### config.mk
export PLATFORM = sky130hd
export DESIGN_NAME = fixed_point_log_add_core
export DESIGN_NICKNAME = d
export VERILOG_FILES = /design/src/sv/fpla_pkg.sv /design/src/sv/fixed_point_log_add_core.sv
export SDC_FILE = /design/constraint.sdc
export NUM_CORES = 2
export LEC_CHECK = 0
export BUFFER_PORTS_ARGS = -buffer_cell sky130_fd_sc_hd__buf_4
export CORE_MARGIN = 3
export CORE_UTILIZATION = 40
export DETAILED_ROUTE_END_ITERATION = 10
export SYNTH_ARGS = -nofsm -noshare
export SYNTH_HDL_FRONTEND = slang
export SYNTH_SLANG_ARGS = --single-unit
### constraint.sdc
create_clock -name clk_i -period 9.63 [get_ports clk_i]
set_input_delay 0.963 -clock clk_i [delete_from_list [all_inputs] [get_ports clk_i]]
set_output_delay 0.963 -clock clk_i [all_outputs]
set_load 0.02 [all_outputs]
### src/sv/fpla_pkg.sv
`timescale 1ns / 1ps
// ----------------------------------------------------------------------------
// fpla_pkg
// Constants, coefficient tables and the shared Horner step for the
// fixed-point log-add pipeline.
// ----------------------------------------------------------------------------
package fpla_pkg;

  // Pipeline depth: order, scale, split, four 2^x steps, rescale,
  // four ln(1+x) steps, final sum
  localparam int unsigned NUM_STAGES = 13;

  // log2(e) in Q14
  localparam logic [14:0] LOG2E_Q14 = 15'd23637;
  // ln(2) in Q15, used when the ln(1+x) argument is exactly one
  localparam logic signed [15:0] LN2_Q15 = 16'sd22713;
  // Largest distance (Q6) at which the smaller value still contributes
  localparam logic [15:0] FAR_LIMIT = 16'd448;
  // Upper saturation bound of the result
  localparam logic signed [16:0] SUM_MAX = 17'sd32767;
  // Exact one in unsigned Q15
  localparam logic [15:0] ONE_Q15 = 16'h8000;

  // 2^x polynomial, highest order first, Q14
  localparam logic signed [15:0] POW2_POLY [5] = '{
    16'sd158, 16'sd909, 16'sd3936, 16'sd11357, 16'sd16384
  };
  // ln(1+x) polynomial, highest order first, Q15
  localparam logic signed [15:0] LN1P_POLY [5] = '{
    -16'sd1801, 16'sd7104, -16'sd15220, 16'sd32623, 16'sd4
  };

  // One Horner step: (acc * x + c * 2^15 + 2^14) >> 15, wrapped to 16 bits
  function automatic logic signed [15:0] horner_step(
    input logic signed [15:0] acc,
    input logic signed [15:0] x,
    input logic signed [15:0] c
  );
    logic signed [33:0] prod;
    logic signed [33:0] sum;
    prod = 34'(acc) * 34'(x);
    sum  = prod + (34'(c) <<< 15) + 34'sd16384;
    return sum[30:15];
  endfunction

endpackage

### src/sv/fixed_point_log_add_core.sv
`timescale 1ns / 1ps
// ----------------------------------------------------------------------------
// fixed_point_log_add_core
// Log-domain addition ln(e^a + e^b) of two signed Q6 values.
// ----------------------------------------------------------------------------
// The core accepts one pair of Q6 log values per clock cycle while its
// input is not stalled and presents one Q6 result per pair, in order,
// from the output register. Each of the 13 register stages holds at
// most one 16x16 multiplier or one add and compare: the log2(e) scaling,
// four Horner steps for 2^x, the power-of-two rescale, four Horner steps
// for ln(1+x) and the final rounding add. Every stage has its own valid bit
// and moves forward whenever the stage ahead of it is empty or moving, so
// bubbles close up and input is still taken while a result waits at the
// output. Pairs that lie more than 7.0 apart return the larger value.
// ----------------------------------------------------------------------------
module fixed_point_log_add_core
  import fpla_pkg::*;
(
  input  logic               clk_i,
  input  logic               rst_ni,
  input  logic               in_valid_i,
  output logic               in_stall_o,
  input  logic signed [15:0] first_log_i,
  input  logic signed [15:0] second_log_i,
  output logic               out_valid_o,
  input  logic               out_stall_i,
  output logic signed [15:0] sum_log_o
);

  // Stage control
  logic [NUM_STAGES-1:0] valid_q;
  logic [NUM_STAGES-1:0] valid_d;
  logic [NUM_STAGES-1:0] adv;

  // Larger value and far flag, carried through stages 0 to 11
  logic signed [15:0] hi_q  [NUM_STAGES-1];
  logic signed [15:0] hi_d  [NUM_STAGES-1];
  logic               far_q [NUM_STAGES-1];
  logic               far_d [NUM_STAGES-1];

  // Stage 0: distance, stage 1: scaled distance
  logic [8:0]  negd_q;
  logic [8:0]  negd_d;
  logic [23:0] t_q;
  logic [23:0] t_d;

  // Stage 2: centred fraction and shift amount
  logic signed [15:0] frac_q;
  logic signed [15:0] frac_d;

  // Shift amount, carried through stage 2 and the 2^x stages
  logic [3:0] k_q [5];
  logic [3:0] k_d [5];

  // 2^x Horner stages
  logic signed [15:0] pw_acc_q [4];
  logic signed [15:0] pw_acc_d [4];
  logic signed [15:0] pw_x_q   [4];
  logic signed [15:0] pw_x_d   [4];

  // Stage 7: e^d in unsigned Q15
  logic [15:0] e_q;
  logic [15:0] e_d;

  // ln(1+x) Horner stages
  logic signed [15:0] ln_acc_q [4];
  logic signed [15:0] ln_acc_d [4];
  logic signed [15:0] ln_x_q   [4];
  logic signed [15:0] ln_x_d   [4];
  logic               one_q    [4];
  logic               one_d    [4];

  // Stage 12: output register
  logic signed [15:0] sum_q;
  logic signed [15:0] sum_d;

  // Stage 0 working signals
  logic signed [16:0] diff_ab;
  logic signed [16:0] diff_ba;
  logic               swap;
  logic [16:0]        absd;

  // Stage 2 working signals
  logic [3:0]  ipart;
  logic [20:0] f_sum;
  logic [15:0] f_val;
  logic [15:0] frac_c;
  logic        frac_big;

  // Stage 7 working signals
  logic [31:0] prod_sh;
  logic [31:0] prod_rnd;

  // Stage 12 working signals
  logic signed [15:0] ln_val;
  logic signed [25:0] s_sum;
  logic signed [16:0] s_shr;

  // Advance a stage when it is empty or the stage ahead moves
  always_comb begin
    adv[NUM_STAGES-1] = !valid_q[NUM_STAGES-1] || !out_stall_i;
    for (int i = NUM_STAGES - 2; i >= 0; i--) begin
      adv[i] = !valid_q[i] || adv[i+1];
    end
    valid_d[0] = adv[0] ? in_valid_i : valid_q[0];
    for (int i = 1; i < NUM_STAGES; i++) begin
      valid_d[i] = adv[i] ? valid_q[i-1] : valid_q[i];
    end
  end

  assign in_stall_o  = !adv[0];
  assign out_valid_o = valid_q[NUM_STAGES-1];
  assign sum_log_o   = sum_q;

  // Stage 0: order the pair and measure the distance
  always_comb begin
    diff_ab  = 17'(first_log_i) - 17'(second_log_i);
    diff_ba  = 17'(second_log_i) - 17'(first_log_i);
    swap     = diff_ab[16];
    absd     = swap ? diff_ba : diff_ab;
    negd_d   = absd[8:0];
  end

  // Carry the larger value and far flag down the pipeline
  always_comb begin
    hi_d[0]  = swap ? second_log_i : first_log_i;
    far_d[0] = absd[15:0] > FAR_LIMIT;
    for (int i = 1; i < NUM_STAGES - 1; i++) begin
      hi_d[i]  = hi_q[i-1];
      far_d[i] = far_q[i-1];
    end
  end

  // Stage 1: scale the distance by log2(e), Q20
  always_comb begin
    t_d = {9'd0, LOG2E_Q14} * {15'd0, negd_q};
  end

  // Stage 2: split into shift and a fraction centred on zero
  always_comb begin
    ipart    = t_q[23:20];
    f_sum    = {1'b0, t_q[19:0]} + 21'd16;
    f_val    = f_sum[20:5];
    frac_big = !f_val[15] && f_val[14];
    if (frac_big) begin
      k_d[0] = 4'd14 - ipart;
      frac_c = f_val - ONE_Q15;
    end else begin
      k_d[0] = 4'd15 - ipart;
      frac_c = f_val;
    end
    frac_d   = signed'(16'd0 - frac_c);
    // Carry the shift amount through the 2^x stages
    for (int j = 1; j < 5; j++) begin
      k_d[j] = k_q[j-1];
    end
  end

  // Stages 3 to 6: Horner steps for 2^x
  always_comb begin
    for (int j = 0; j < 4; j++) begin
      if (j == 0) begin
        pw_acc_d[j] = horner_step(POW2_POLY[0], frac_q, POW2_POLY[1]);
        pw_x_d[j]   = frac_q;
      end else begin
        pw_acc_d[j] = horner_step(pw_acc_q[j-1], pw_x_q[j-1], POW2_POLY[j+1]);
        pw_x_d[j]   = pw_x_q[j-1];
      end
    end
  end

  // Stage 7: apply the power-of-two scale and round to Q15
  always_comb begin
    prod_sh  = {16'd0, pw_acc_q[3]} << k_q[4];
    prod_rnd = prod_sh + 32'd8192;
    e_d      = prod_rnd[29:14];
  end

  // Stages 8 to 11: Horner steps for ln(1+x)
  always_comb begin
    for (int j = 0; j < 4; j++) begin
      if (j == 0) begin
        ln_acc_d[j] = horner_step(LN1P_POLY[0], signed'(e_q), LN1P_POLY[1]);
        ln_x_d[j]   = signed'(e_q);
        one_d[j]    = e_q == ONE_Q15;
      end else begin
        ln_acc_d[j] = horner_step(ln_acc_q[j-1], ln_x_q[j-1], LN1P_POLY[j+1]);
        ln_x_d[j]   = ln_x_q[j-1];
        one_d[j]    = one_q[j-1];
      end
    end
  end

  // Stage 12: add the larger value, round to Q6 and saturate high
  always_comb begin
    ln_val = one_q[3] ? LN2_Q15 : ln_acc_q[3];
    s_sum  = 26'(ln_val) + (26'(hi_q[11]) <<< 9) + 26'sd256;
    s_shr  = s_sum[25:9];
    if (far_q[11]) begin
      sum_d = hi_q[11];
    end else if (s_shr > SUM_MAX) begin
      sum_d = SUM_MAX[15:0];
    end else begin
      sum_d = s_shr[15:0];
    end
  end

  // Hold valid bits under reset
  always_ff @(posedge clk_i or negedge rst_ni) begin
    if (!rst_ni) begin
      valid_q <= '0;
    end else begin
      valid_q <= valid_d;
    end
  end

  // Advance payload registers with their stage
  always_ff @(posedge clk_i) begin
    for (int i = 0; i < NUM_STAGES - 1; i++) begin
      if (adv[i]) begin
        hi_q[i]  <= hi_d[i];
        far_q[i] <= far_d[i];
      end
    end
    if (adv[0]) begin
      negd_q <= negd_d;
    end
    if (adv[1]) begin
      t_q <= t_d;
    end
    if (adv[2]) begin
      frac_q <= frac_d;
      k_q[0] <= k_d[0];
    end
    for (int j = 0; j < 4; j++) begin
      if (adv[j+3]) begin
        pw_acc_q[j] <= pw_acc_d[j];
        pw_x_q[j]   <= pw_x_d[j];
        k_q[j+1]    <= k_d[j+1];
      end
      if (adv[j+8]) begin
        ln_acc_q[j] <= ln_acc_d[j];
        ln_x_q[j]   <= ln_x_d[j];
        one_q[j]    <= one_d[j];
      end
    end
    if (adv[7]) begin
      e_q <= e_d;
    end
    if (adv[NUM_STAGES-1]) begin
      sum_q <= sum_d;
    end
  end

`ifndef SYNTH
  // Input is held off only when every stage is occupied
  a_stall_full: assert property (@(posedge clk_i) disable iff (!rst_ni)
    in_stall_o |-> (&valid_q))
    else $error("input stalled with an empty stage");

  // An input transfer always lands in stage 0
  a_enter: assert property (@(posedge clk_i) disable iff (!rst_ni)
    (in_valid_i && !in_stall_o) |=> valid_q[0])
    else $error("accepted pair did not enter stage 0");

  // Near pairs give a shift of at least four
  a_shift_range: assert property (@(posedge clk_i) disable iff (!rst_ni)
    (valid_q[2] && !far_q[2]) |-> (k_q[0] >= 4'd4))
    else $error("shift amount out of range");
`endif

endmodule

==> results.cfg <==
[run_status]
outcome = completed

[finish]
num_antenna_cells = 0
layout_common_cells = inv_1, fa_1, nand2_1
syn_to_final_growth_pct = 6.308
nNetsFinal = 10590
fillers = 20040
final_common_cell = inv_1
drive_gt1_share_pct = 2.875

[yosys]
yosysWarnings = 0
synth_fp_nets = 10678
netlist_instances = 8178
synth_ff_type = edfxtp_1
synthArstFlopShare_pct = 2.453
synthesis.area_um2 = 84540
synth_edf_count = 517
post_synth.cell_area_avg_um2 = 10.34
yosysSeqAreaShare_pct = 18.75
synth_seq_cells = 530
synthDistinctLibCells = 87

[drt]
drt-met1-wl_mm = 78.80
met3_length_mm = 6.439
vias = 52744
wl_met2_mm = 94.47
drt-vias-per-instance = 4.819
drt_iter0_markers = 2824
drcViolationCount = 0
drt_wl_total_mm = 183.4
final_antenna_net_count = 0
first_pass_iters = 5
wl_per_cell_um = 16.76
highest_layer = met5

[placed_design]
gp_congestion = 0.8466
port_buffers = 53
dp_hpwl_mm = 150.6

[worst_setup_path]
r2r_cells = 22
worst-path-stages = 22
critPathMaxFanout = 16
cp_cell_sequence = nand2_1 > fa_1 > inv_1 > fa_1 > inv_1 > fa_1 > inv_1 > fa_1 > fa_1 > inv_1 > fa_1 > inv_1 > ha_1 > and3_1 > nand3_1 > and3_1 > a211oi_1 > nor2_1 > a2111oi_0 > or3_1 > mux2_1 > o2111ai_1
end_kind = flip-flop
path_common_cell = fa_1
slowest_delay_ns = 0.85
cp_top_family = adder cells
cp.arrival_ns = 8.10
timing.critical_path.buf_inv = 5
critPathKind = flip-flop to flip-flop
crit_path_start_kind = flip-flop
cp_slowest_cell = edfxtp_1
crit_required_ns = 10.11

[clocking]
clock-sinks = 530
hold_buffers = 0
ctsRootBufferMaster = clkbuf_16
clock_latency_ns = 0.71
htree_levels = 2
postCtsSetupBuffers = 0
tritoncts = built
cts_buffers = 60
cts_buffer_depth = 3
clk_pin_slew_ns = 0.06
cts_resized = 0

[floorplan]
num_rows = 168
start_util_pct = 40.30
die_height_um = 465.7
core_um2 = 209800
chipWidth_um = 465.7
dieArea_um2 = 216900
io_pins = 54

[flow_run]
drv_cap = 0

[timing]
tns_ns = 0
fin_skew_ns = 0.07056
fmax_mhz = 131.3
fin_crit_ns = 7.617
hold_viol = 0
drv_slew = 0
worstMarginPinSlew_ns = 1.070
relSlewSlack_pct = 28.64
setup_viol = 0
finalCritPeriodShare_pct = 79.09
rsz0062_at_grt = no

[global_routing]
antenna_found_initial = 4
grt_pass1_vias = 59793
overflow = 0
grt_max_degree = 55
grt_pass1_wl_mm = 312.1
grt_use_total_pct = 17.72

[hold_path]
hold_class = input port to asynchronous set/reset pin
-- sequential cells by signal (all words and copies together), names as in the netlist, 20 cells and up --
signal    count
hi_q        192
k_q          20
ln_acc_q     56
ln_x_q       48
pw_acc_q     60
pw_x_q       48
t_q          20
-- synthesized netlist by cell type, types with 40 or more instances --
| library cell | instances | area share (%) |
|---|---|---|
| a21o_1 | 44 | 0.39 |
| a21oi_1 | 124 | 0.73 |
| and2_1 | 678 | 5.0 |
| clkbuf_1 | 209 | 0.93 |
| edfxtp_1 | 517 | 18 |
| fa_1 | 1693 | 40 |
| ha_1 | 771 | 11 |
| inv_1 | 2126 | 9.4 |
| mux2i_1 | 40 | 0.47 |
| nand2_1 | 827 | 3.7 |
| nand2b_1 | 80 | 0.59 |
| nand3_1 | 56 | 0.33 |
| nor2_1 | 188 | 0.83 |
| nor3_1 | 44 | 0.26 |
| o21ai_0 | 95 | 0.56 |
| xnor2_1 | 207 | 2.1 |
| xor2_1 | 79 | 0.82 |
-- layer usage --
| layer | track usage, % | up-vias |
|---|---|---|
| li1 | - | 24383 |
| met1 | 22.93 | 27242 |
| met2 | 32.06 | 887 |
| met3 | 1.868 | 226 |
| met4 | 3.734 | 6 |
| met5 | 0 | - |
-- cells by family after synthesis --
logic type | share of synthesized area [%]
AO/OA/AOI/OAI | 3.543
adder cells (fa/ha/maj) | 51.50
XOR/XNOR | 2.963
buffers and inverters | 10.49
other | 0.004436
flip-flops | 18.75
multiplexers | 0.8465
AND/OR/NAND/NOR | 11.91
-- area by class of cell --
cell class / instances / area [µm²] / share of cell area, %
sequential: 530 / 15850 / 17.64
tap: 2805 / 3510 / 3.905
clock inverter: 41 / 566.8 / 0.6306
clock buffer: 71 / 1553 / 1.728
inverter: 2129 / 7991 / 8.892
multi-input combinational: 5294 / 59840 / 66.58
timing repair buffer: 75 / 563.0 / 0.6265
-- worst register-to-register path, cell delays in order, from the launching register on --
cell       delay [ns]
edfxtp_1         0.85
nand2_1          0.17
fa_1             0.56
inv_1            0.06
fa_1             0.51
inv_1            0.06
fa_1             0.54
inv_1            0.05
fa_1             0.46
fa_1             0.49
inv_1            0.05
fa_1             0.48
inv_1            0.05
ha_1             0.34
and3_1           0.19
nand3_1          0.08
and3_1           0.19
a211oi_1         0.57
nor2_1           0.15
a2111oi_0        0.76
or3_1            0.33
mux2_1           0.35
o2111ai_1        0.11
-- through the flow --
stage,cells,hold WS (ns),utilization (%),cell area (µm²),setup slack [ns]
after floorplan,8178,0.4003,-,84540,3.264
after detailed placement,10833,0.4045,41.83,87760,2.068
after global placement,10833,0.4009,41.83,87760,2.184
after global routing,10945,0.06020,42.84,89880,1.517
after CTS,10945,0.03593,42.84,89880,1.956
final,10945,0.09182,42.84,89880,2.013
-- worst paths after layout --
path | end | start | slack (ns)
min | valid_q[10] | rst_ni | 0.09
min reg2reg | hi_q[1][62] | hi_q[1][46] | 0.41
max in group asynchronous | valid_q[0] | rst_ni | 9.35
max reg2reg | pw_acc_q[3][14] | pw_acc_q[2][5] | 2.01
min in group clk_i | hi_q[1][62] | hi_q[1][46] | 0.41
max | pw_acc_q[3][14] | pw_acc_q[2][5] | 2.01
Power is not shown: default switching activity piles up to over one toggle a cycle in this logic, so the estimate is an artifact.
